[src/design/ple_pkg.sv]
// Package for the positional list engine.
// Holds operation and status codes, sequencer states and shared structs.
// Depends on nothing.
`timescale 1ns / 1ps

package ple_pkg;

    localparam int POS_W = 6;
    localparam int ITEM_W = 32;
    localparam int COUNT_OUT_W = 6;

    typedef enum logic [2:0] {
        FN_APPEND = 3'd0,
        FN_HEAD   = 3'd1,
        FN_AFTER  = 3'd2,
        FN_DELETE = 3'd3,
        FN_SWAP   = 3'd4,
        FN_DUMP   = 3'd5
    } func_t;

    typedef enum logic [1:0] {
        ST_OK     = 2'd0,
        ST_BADPOS = 2'd1,
        ST_FULL   = 2'd2,
        ST_EMPTY  = 2'd3
    } status_t;

    typedef enum logic [3:0] {
        S_IDLE,
        S_INS,
        S_DEL_RD,
        S_DEL_GONE,
        S_DEL,
        S_SW_RD0,
        S_SW_RD1,
        S_SW_WR0,
        S_SW_WR1,
        S_DUMP_RD,
        S_DUMP_OUT,
        S_RESULT
    } state_t;

    typedef struct packed {
        logic wr_en;
        logic rd_en;
    } mem_ctl_t;

    typedef struct packed {
        status_t                  status;
        logic [ITEM_W-1:0]        item;
        logic [COUNT_OUT_W-1:0]   count;
        logic                     last;
    } result_t;

endpackage

[src/design/ple_store.sv]
// Entry store of the positional list engine: one write port and one read
// port with registered read data. Depends on ple_pkg.
`timescale 1ns / 1ps

module ple_store import ple_pkg::*; #(
    parameter int DEPTH = 32,
    parameter int WIDTH = 32
) (
    input  logic                     aclk,
    input  mem_ctl_t                 ctl,
    input  logic [$clog2(DEPTH)-1:0] wr_addr,
    input  logic [WIDTH-1:0]         wr_data,
    input  logic [$clog2(DEPTH)-1:0] rd_addr,
    output logic [WIDTH-1:0]         rd_data
);

    logic [WIDTH-1:0] mem [DEPTH];
    logic [WIDTH-1:0] rd_data_reg;

    always_ff @(posedge aclk) begin
        if (ctl.wr_en) begin
            mem[wr_addr] <= wr_data;
        end
    end

    always_ff @(posedge aclk) begin
        if (ctl.rd_en) begin
            rd_data_reg <= mem[rd_addr];
        end
    end

    assign rd_data = rd_data_reg;

endmodule

[src/design/ple_ctrl.sv]
// Sequencer of the positional list engine: decodes an operation, walks the
// entry store to open or close a gap, swap or dump, and produces results.
// Depends on ple_pkg and ple_store.
`timescale 1ns / 1ps

module ple_ctrl import ple_pkg::*; #(
    parameter int CAPACITY   = 32,
    parameter int DATA_WIDTH = 32
) (
    input  logic                aclk,
    input  logic                aresetn,
    input  logic                s_valid,
    output logic                s_ready,
    input  logic [2:0]          s_func,
    input  logic [POS_W-1:0]    s_position,
    input  logic signed [31:0]  s_value,
    output logic                res_valid,
    input  logic                res_ready,
    output result_t             res
);

    localparam int AW = $clog2(CAPACITY);
    localparam int CW = $clog2(CAPACITY + 1);

    state_t                state_reg, state_next;
    logic [CW-1:0]         ptr_reg, ptr_next;
    logic [CW-1:0]         idx_reg, idx_next;
    logic [CW-1:0]         count_reg, count_next;
    logic [DATA_WIDTH-1:0] val_reg, val_next;
    logic [DATA_WIDTH-1:0] tmp_reg, tmp_next;
    logic [DATA_WIDTH-1:0] item_reg, item_next;
    status_t               status_reg, status_next;
    logic                  wr_pend_reg, wr_pend_next;
    logic [AW-1:0]         wr_addr_reg, wr_addr_next;

    mem_ctl_t              mem_ctl;
    logic [AW-1:0]         mem_wr_addr;
    logic [AW-1:0]         mem_rd_addr;
    logic [DATA_WIDTH-1:0] mem_wr_data;
    logic [DATA_WIDTH-1:0] rd_data;

    logic [CW+POS_W-1:0]   pos_w;
    logic [CW+POS_W-1:0]   cnt_w;
    logic [CW-1:0]         pos_idx;
    logic                  pos_zero;
    logic                  pos_gt;
    logic                  pos_ge;
    logic                  full;
    logic [DATA_WIDTH+31:0] val_ext;
    logic [CW-1:0]         ptr_inc;
    logic [CW-1:0]         ptr_dec;
    logic                  ins_rd;
    logic                  del_rd;
    logic                  dump_last;
    logic [DATA_WIDTH-1:0] out_word;
    logic [DATA_WIDTH+31:0] out_word_w;
    logic [CW+COUNT_OUT_W-1:0] cnt_out_w;

    ple_store #(
        .DEPTH (CAPACITY),
        .WIDTH (DATA_WIDTH)
    ) u_store (
        .aclk    (aclk),
        .ctl     (mem_ctl),
        .wr_addr (mem_wr_addr),
        .wr_data (mem_wr_data),
        .rd_addr (mem_rd_addr),
        .rd_data (rd_data)
    );

    assign pos_w     = {{CW{1'b0}}, s_position};
    assign cnt_w     = {{POS_W{1'b0}}, count_reg};
    assign pos_idx   = pos_w[CW-1:0];
    assign pos_zero  = (s_position == '0);
    assign pos_gt    = (pos_w > cnt_w);
    assign pos_ge    = (pos_w >= cnt_w);
    assign full      = (count_reg == CW'(CAPACITY));
    assign val_ext   = {{DATA_WIDTH{s_value[31]}}, s_value};
    assign ptr_inc   = ptr_reg + CW'(1);
    assign ptr_dec   = ptr_reg - CW'(1);
    assign ins_rd    = (ptr_reg > idx_reg);
    assign del_rd    = (ptr_inc < count_reg);
    assign dump_last = (ptr_inc == count_reg);

    always_comb begin
        state_next = state_reg;
        unique case (state_reg)
            S_IDLE: begin
                if (s_valid) begin
                    unique case (func_t'(s_func))
                        FN_APPEND, FN_HEAD: state_next = full ? S_RESULT : S_INS;
                        FN_AFTER:  state_next = (pos_zero || pos_gt || full) ? S_RESULT : S_INS;
                        FN_DELETE: state_next = (pos_zero || pos_gt) ? S_RESULT : S_DEL_RD;
                        FN_SWAP:   state_next = (pos_zero || pos_ge) ? S_RESULT : S_SW_RD0;
                        FN_DUMP:   state_next = (count_reg == '0) ? S_RESULT : S_DUMP_RD;
                        default:   state_next = S_RESULT;
                    endcase
                end
            end
            S_INS: begin
                if (!ins_rd && !wr_pend_reg) begin
                    state_next = S_RESULT;
                end
            end
            S_DEL_RD:   state_next = S_DEL_GONE;
            S_DEL_GONE: state_next = S_DEL;
            S_DEL: begin
                if (!del_rd && !wr_pend_reg) begin
                    state_next = S_RESULT;
                end
            end
            S_SW_RD0:  state_next = S_SW_RD1;
            S_SW_RD1:  state_next = S_SW_WR0;
            S_SW_WR0:  state_next = S_SW_WR1;
            S_SW_WR1:  state_next = S_RESULT;
            S_DUMP_RD: state_next = S_DUMP_OUT;
            S_DUMP_OUT: begin
                if (res_ready && dump_last) begin
                    state_next = S_IDLE;
                end
            end
            S_RESULT: begin
                if (res_ready) begin
                    state_next = S_IDLE;
                end
            end
            default: state_next = S_IDLE;
        endcase
    end

    always_comb begin
        mem_ctl     = '0;
        mem_wr_addr = wr_addr_reg;
        mem_wr_data = rd_data;
        mem_rd_addr = ptr_reg[AW-1:0];
        s_ready     = 1'b0;
        res_valid   = 1'b0;
        unique case (state_reg)
            S_IDLE: s_ready = 1'b1;
            S_INS: begin
                mem_ctl.rd_en = ins_rd;
                mem_rd_addr   = ptr_dec[AW-1:0];
                if (wr_pend_reg) begin
                    mem_ctl.wr_en = 1'b1;
                end else if (!ins_rd) begin
                    mem_ctl.wr_en = 1'b1;
                    mem_wr_addr   = idx_reg[AW-1:0];
                    mem_wr_data   = val_reg;
                end
            end
            S_DEL_RD: begin
                mem_ctl.rd_en = 1'b1;
                mem_rd_addr   = idx_reg[AW-1:0];
            end
            S_DEL: begin
                mem_ctl.rd_en = del_rd;
                mem_rd_addr   = ptr_inc[AW-1:0];
                mem_ctl.wr_en = wr_pend_reg;
            end
            S_SW_RD0: begin
                mem_ctl.rd_en = 1'b1;
                mem_rd_addr   = idx_reg[AW-1:0];
            end
            S_SW_RD1: begin
                mem_ctl.rd_en = 1'b1;
                mem_rd_addr   = ptr_reg[AW-1:0];
            end
            S_SW_WR0: begin
                mem_ctl.wr_en = 1'b1;
                mem_wr_addr   = idx_reg[AW-1:0];
            end
            S_SW_WR1: begin
                mem_ctl.wr_en = 1'b1;
                mem_wr_addr   = ptr_reg[AW-1:0];
                mem_wr_data   = tmp_reg;
            end
            S_DUMP_RD: begin
                mem_ctl.rd_en = 1'b1;
            end
            S_DUMP_OUT: begin
                res_valid     = 1'b1;
                mem_ctl.rd_en = res_ready && !dump_last;
                mem_rd_addr   = ptr_inc[AW-1:0];
            end
            S_RESULT: res_valid = 1'b1;
            default: ;
        endcase
    end

    always_comb begin
        ptr_next     = ptr_reg;
        idx_next     = idx_reg;
        count_next   = count_reg;
        val_next     = val_reg;
        tmp_next     = tmp_reg;
        item_next    = item_reg;
        status_next  = status_reg;
        wr_pend_next = wr_pend_reg;
        wr_addr_next = wr_addr_reg;
        unique case (state_reg)
            S_IDLE: begin
                val_next     = val_ext[DATA_WIDTH-1:0];
                item_next    = '0;
                status_next  = ST_OK;
                wr_pend_next = 1'b0;
                ptr_next     = count_reg;
                idx_next     = count_reg;
                unique case (func_t'(s_func))
                    FN_APPEND: begin
                        if (full) status_next = ST_FULL;
                    end
                    FN_HEAD: begin
                        idx_next = '0;
                        if (full) status_next = ST_FULL;
                    end
                    FN_AFTER: begin
                        idx_next = pos_idx;
                        if (pos_zero || pos_gt) begin
                            status_next = ST_BADPOS;
                        end else if (full) begin
                            status_next = ST_FULL;
                        end
                    end
                    FN_DELETE: begin
                        idx_next = pos_idx - CW'(1);
                        if (pos_zero || pos_gt) status_next = ST_BADPOS;
                    end
                    FN_SWAP: begin
                        idx_next = pos_idx - CW'(1);
                        ptr_next = pos_idx;
                        if (pos_zero || pos_ge) status_next = ST_BADPOS;
                    end
                    FN_DUMP: begin
                        ptr_next = '0;
                        if (count_reg == '0) status_next = ST_EMPTY;
                    end
                    default: ;
                endcase
            end
            S_INS: begin
                if (ins_rd) begin
                    ptr_next     = ptr_dec;
                    wr_pend_next = 1'b1;
                    wr_addr_next = ptr_reg[AW-1:0];
                end else begin
                    wr_pend_next = 1'b0;
                    if (!wr_pend_reg) count_next = count_reg + CW'(1);
                end
            end
            S_DEL_GONE: begin
                item_next = rd_data;
                ptr_next  = idx_reg;
            end
            S_DEL: begin
                if (del_rd) begin
                    ptr_next     = ptr_inc;
                    wr_pend_next = 1'b1;
                    wr_addr_next = ptr_reg[AW-1:0];
                end else begin
                    wr_pend_next = 1'b0;
                    if (!wr_pend_reg) count_next = count_reg - CW'(1);
                end
            end
            S_SW_RD1: tmp_next = rd_data;
            S_DUMP_OUT: begin
                if (res_ready && !dump_last) ptr_next = ptr_inc;
            end
            default: ;
        endcase
    end

    always_ff @(posedge aclk) begin
        if (!aresetn) begin
            state_reg   <= S_IDLE;
            count_reg   <= '0;
            wr_pend_reg <= 1'b0;
        end else begin
            state_reg   <= state_next;
            count_reg   <= count_next;
            wr_pend_reg <= wr_pend_next;
        end
    end

    always_ff @(posedge aclk) begin
        ptr_reg     <= ptr_next;
        idx_reg     <= idx_next;
        val_reg     <= val_next;
        tmp_reg     <= tmp_next;
        item_reg    <= item_next;
        status_reg  <= status_next;
        wr_addr_reg <= wr_addr_next;
    end

    assign out_word   = (state_reg == S_DUMP_OUT) ? rd_data : item_reg;
    assign out_word_w = {32'b0, out_word};
    assign cnt_out_w  = {{COUNT_OUT_W{1'b0}}, count_reg};

    always_comb begin
        res.status = (state_reg == S_DUMP_OUT) ? ST_OK : status_reg;
        res.item   = out_word_w[ITEM_W-1:0];
        res.count  = cnt_out_w[COUNT_OUT_W-1:0];
        res.last   = (state_reg == S_DUMP_OUT) ? dump_last : 1'b1;
    end

endmodule

[src/design/positional_list_engine.sv]
// Positional list engine: bounded ordered list of signed values with
// append, insert at head, insert after position, delete, swap and dump.
// Each transaction on the s_ channel carries one operation. Every operation
// gives one result transaction on the m_ channel; a dump gives one per entry
// in list order, and m_last marks the final result of each operation.
// The block takes one operation at a time; s_ready is high while the
// sequencer is idle, also while a result still waits in the output register.
// The entries live in one store with registered read data, so the time per
// operation is set by the walk through that store, one entry per cycle; a
// dump waits on each entry until its result is taken. An insert moves every
// entry from its index to the end up by one, a delete moves every entry
// behind the deleted one down by one, and a swap reads both entries and
// writes them back crosswise. Each result is held in the output register
// before it appears on m_valid.
// Reset clears the count and the control state; the store contents are not
// cleared and are only read below the count. When m_ready is low the output
// register holds its transaction and the sequencer waits on its next result.
`timescale 1ns / 1ps

module positional_list_engine import ple_pkg::*; #(
    parameter int CAPACITY   = 32,
    parameter int DATA_WIDTH = 32
) (
    input  logic                      aclk,
    input  logic                      aresetn,
    input  logic                      s_valid,
    output logic                      s_ready,
    input  logic [2:0]                s_func,
    input  logic [POS_W-1:0]          s_position,
    input  logic signed [31:0]        s_value,
    output logic                      m_valid,
    input  logic                      m_ready,
    output logic [1:0]                m_status,
    output logic signed [31:0]        m_item_value,
    output logic [COUNT_OUT_W-1:0]    m_entry_count,
    output logic                      m_last
);

    logic    res_valid;
    logic    res_ready;
    result_t res;

    logic    m_valid_reg, m_valid_next;
    result_t out_reg;

    ple_ctrl #(
        .CAPACITY   (CAPACITY),
        .DATA_WIDTH (DATA_WIDTH)
    ) u_ctrl (
        .aclk       (aclk),
        .aresetn    (aresetn),
        .s_valid    (s_valid),
        .s_ready    (s_ready),
        .s_func     (s_func),
        .s_position (s_position),
        .s_value    (s_value),
        .res_valid  (res_valid),
        .res_ready  (res_ready),
        .res        (res)
    );

    assign res_ready = !m_valid_reg || m_ready;

    always_comb begin
        m_valid_next = m_valid_reg;
        priority if (res_valid && res_ready) begin
            m_valid_next = 1'b1;
        end else if (m_ready) begin
            m_valid_next = 1'b0;
        end
    end

    always_ff @(posedge aclk) begin
        if (!aresetn) begin
            m_valid_reg <= 1'b0;
        end else begin
            m_valid_reg <= m_valid_next;
        end
    end

    always_ff @(posedge aclk) begin
        if (res_valid && res_ready) begin
            out_reg <= res;
        end
    end

    assign m_valid       = m_valid_reg;
    assign m_status      = out_reg.status;
    assign m_item_value  = out_reg.item;
    assign m_entry_count = out_reg.count;
    assign m_last        = out_reg.last;

endmodule
[config.mk]
export PLATFORM = sky130hd
export DESIGN_NAME = positional_list_engine
export DESIGN_NICKNAME = d
export VERILOG_FILES = /design/src/design/ple_pkg.sv /design/src/design/ple_store.sv /design/src/design/ple_ctrl.sv /design/src/design/positional_list_engine.sv
export SDC_FILE = /design/constraint.sdc
export NUM_CORES = 2
export LEC_CHECK = 0
export BUFFER_PORTS_ARGS = -buffer_cell sky130_fd_sc_hd__buf_2
export CORE_MARGIN = 10
export CORE_UTILIZATION = 50
export CTS_BUF_LIST = sky130_fd_sc_hd__clkbuf_2
export CTS_CLUSTER_DIAMETER = 200
export DETAILED_ROUTE_END_ITERATION = 12
export GPL_TIMING_DRIVEN = 0
export PLACE_DENSITY = 0.67
export REMOVE_ABC_BUFFERS = 1
export SLEW_MARGIN = 20
export SYNTH_ARGS = -nofsm -noshare
export SYNTH_HDL_FRONTEND = slang
export SYNTH_HIERARCHICAL = 1
export SYNTH_SLANG_ARGS = --single-unit
[constraint.sdc]
create_clock -name aclk -period 9 [get_ports aclk]
set_clock_uncertainty 0.2 [all_clocks]
set_input_delay 1.8 -clock aclk [delete_from_list [all_inputs] [get_ports aclk]]
set_output_delay 1.8 -clock aclk [all_outputs]
set_load 0.01 [all_outputs]
==> flow_summary.ini <==
[setup_path]
cp_common_cell = buf_16
worstSetupStartpointType = register
crit_arrival_ns = 6.88
crit_chain = nor2b_4 -> a22oi_1 -> nor2_1 -> a31oi_1 -> o21ai_4 -> buf_16 -> buf_16 -> buf_16 -> buf_16 -> buf_16 -> buf_16 -> buf_16 -> buf_16 -> mux2i_1 -> a22o_1 -> nor3_1 -> a31oi_1 -> nand3_1
cpPeakStageDelay_ns = 0.87
critPathCaptureType = register
crit_type = reg -> reg
crit_path_max_fanout = 21
slowest_stage = dfxtp_1
required_ns = 10.00

[cells_and_area]
fill_cells = 7342
most-common-layout-cells = edfxtp_1, mux2i_1, clkbuf_2
regMostFlops = u_ctrl/u_store/mem
final_cells = 4839
final_common_cell = edfxtp_1
drive_gt1_share_pct = 22.3
largest_reg_flops = 1024
syn2layout_area_growth_pct = 15.6
fin_nets = 3412

[drt]
vias = 29811
antenna_left = 0
drt-vias-per-instance = 6.16
drc_errors = 0
first_pass_iters = 7
detail_route.iter0.violations = 3380
wl_um = 133000
routedWlPerCell_um = 27.4

[clock_tree]
hold_buffers = 0
htreeDepth = 5
worstSkewPairLatency_ns = 1.57
clockBufferDepth = 4
root_buffer = clkbuf_2
cts_tree = built
cts_inserted_buffers = 320
post_cts.repair.setup_buffers = 0
numClockSinks = 1224
cts_resized = 0
clk_pin_slew_ns = 0.10

[timing]
rsz0062_at_grt = no
fmax_mhz = 170
slew_violations = 0
final.min_clock_period_ns = 5.88
min_period_over_period_pct = 65.4
slew_headroom_pct = 31.4
hold_viol = 0
setup-violations-final = 0
worst_pin_slew_ns = 1.03

[outcome]
status = finished clean

[pwr]
ir_drop_mv = 0.406
leakage_nw = 20.3
finalPower_w = 0.0242
power_density_mw_per_mm2 = 424

[global_routing]
overflow = 0
grt_use_total_pct = 23.3
grt_pass1_vias = 29832
grt_max_degree = 42
grt_pass1_wl_um = 192000
grt_antenna_before_repair = 7

[yosys]
synth_seq_cells = 1224
yosysWarnings = 6
synth.avg_cell_area_um2 = 16.7
synth_cell_types = 76
syn_area_mm2 = 0.0494
synthesis.instances = 2952
synthFlopType = edfxtp_1
seq_area_frac_synth_pct = 74.2
synth_edf_count = 1212
synthArstFlopShare_pct = 0

[floorplan]
core_mm2 = 0.0981
rows = 115
design.die.area_mm2 = 0.112
pin_count = 88
initial_core_util_pct = 50.3
die_h_um = 334
die_w_um = 334

[run]
maxCapViolations = 0

[placed_design]
port_buffers = 87
dp.final_hpwl_um = 82500
gp_congestion = 0.801
numPlacedInstances = 4305

[min_path]
hp-class = reg -> reg
[cells by family (layout without fill, tap and decap cells)]
kind of cell / Yosys count / after routing / share of synthesized area, %
AOI/OAI and AO/OA: 490 / 490 / 6.96
xor gates and xnor gates: 15 / 15 / 0.266
other: 0 / 9 / 0
muxes: 552 / 552 / 11.3
and+or+nand+nor: 443 / 443 / 4.39
DFF: 1224 / 1224 / 74.2
adders and majority gates: 27 / 27 / 0.700
buffers and inverters: 201 / 792 / 2.17
[synthesized netlist by cell type (4+ instances only)]
cell type / count / area, µm²
nand3b_1: 6 / 45.0
o221ai_1: 5 / 43.8
nand2_1: 129 / 484
ha_1: 26 / 325
nor3_1: 47 / 235
a221o_1: 4 / 40.0
a21oi_1: 126 / 631
nor2b_1: 8 / 50.1
inv_1: 28 / 105
mux2i_1: 519 / 5190
a221oi_1: 4 / 35.0
mux2_2: 33 / 372
nor2_1: 66 / 248
clkbuf_1: 67 / 251
o21bai_1: 4 / 30.0
buf_2: 44 / 220
buf_4: 34 / 255
or2_2: 5 / 31.3
a211oi_1: 5 / 37.5
edfxtp_1: 1212 / 36400
or3_1: 5 / 31.3
o21ai_0: 22 / 110
buf_6: 17 / 191
nand2b_1: 13 / 81.3
a22o_1: 102 / 893
dfxtp_1: 12 / 240
a21o_1: 41 / 308
a31oi_1: 41 / 257
a22oi_1: 102 / 766
and3_1: 36 / 225
buf_1: 7 / 26.3
xnor2_1: 12 / 105
nand3_1: 105 / 526
[critical path, delay by kind of cell (launching register included)]
family,cells,cell delay [ns]
simple gates,4,1.24
compound gates,5,1.44
flops,1,0.87
buf+inv,8,1.56
mux,1,0.22
[report_power, final]
group	switching, W	leakage (nW)	total, W	internal, W
Clock	0.00216	2.03	0.00356	0.00140
Combinational	0.00719	7.18	0.0117	0.00454
Sequential	0.000329	11.1	0.00891	0.00858
Total	0.00968	20.3	0.0242	0.0145
[path summary, 6_finish.rpt]
path | start | endpoint | slack [ns] | cells past startpoint
min reg2reg | u_ctrl/u_store/rd_data[9] | u_ctrl/tmp_reg[9] | 0.17 | 0
min | u_ctrl/u_store/rd_data[9] | u_ctrl/tmp_reg[9] | 0.17 | 0
max reg2reg | u_ctrl/state_reg[0] | u_ctrl/u_store/rd_data[7] | 3.12 | 18
max | u_ctrl/state_reg[0] | u_ctrl/u_store/rd_data[7] | 3.12 | 18
[area by class of cell]
| class | instances | area [µm²] | area share (%) |
|---|---|---|---|
| Sequential cell | 1224 | 36600 | 64.2 |
| Multi-Input combinational cell | 1527 | 12000 | 21.1 |
| Clock inverter | 96 | 488 | 0.855 |
| Inverter | 30 | 113 | 0.197 |
| Timing Repair Buffer | 237 | 4020 | 7.04 |
| Tap cell | 1287 | 1610 | 2.82 |
| Antenna cell | 9 | 22.5 | 0.0395 |
| Clock buffer | 429 | 2150 | 3.76 |
[through the flow]
step	TNS, ns	utilization [%]	hold slack, ns	setup slack, ns	cell area, µm²
floorplan	-1528.92	-	0.260	-47.78	48400
global placement	-7486.25	51.4	0.274	-67.19	50400
detailed placement	0	55.4	0.282	3.31	54400
CTS	0	58.1	0.0177	3.26	57000
global route	0	58.1	0.0608	3.05	57000
finish	0	58.1	0.171	3.12	57100
[layer usage]
metal  up-vias  routed length, µm  part of all wire (%)  track usage, %
met5         -                 13                0.0098               0
met4         2               4770                   3.6            10.1
met3       325              14400                    11            5.86
met2      1834              60300                    45            35.5
met1     14949              53100                    40            31.7
li1      12701                  -                     -               -
No activity file was read; power rests on OpenSTA's default activity.
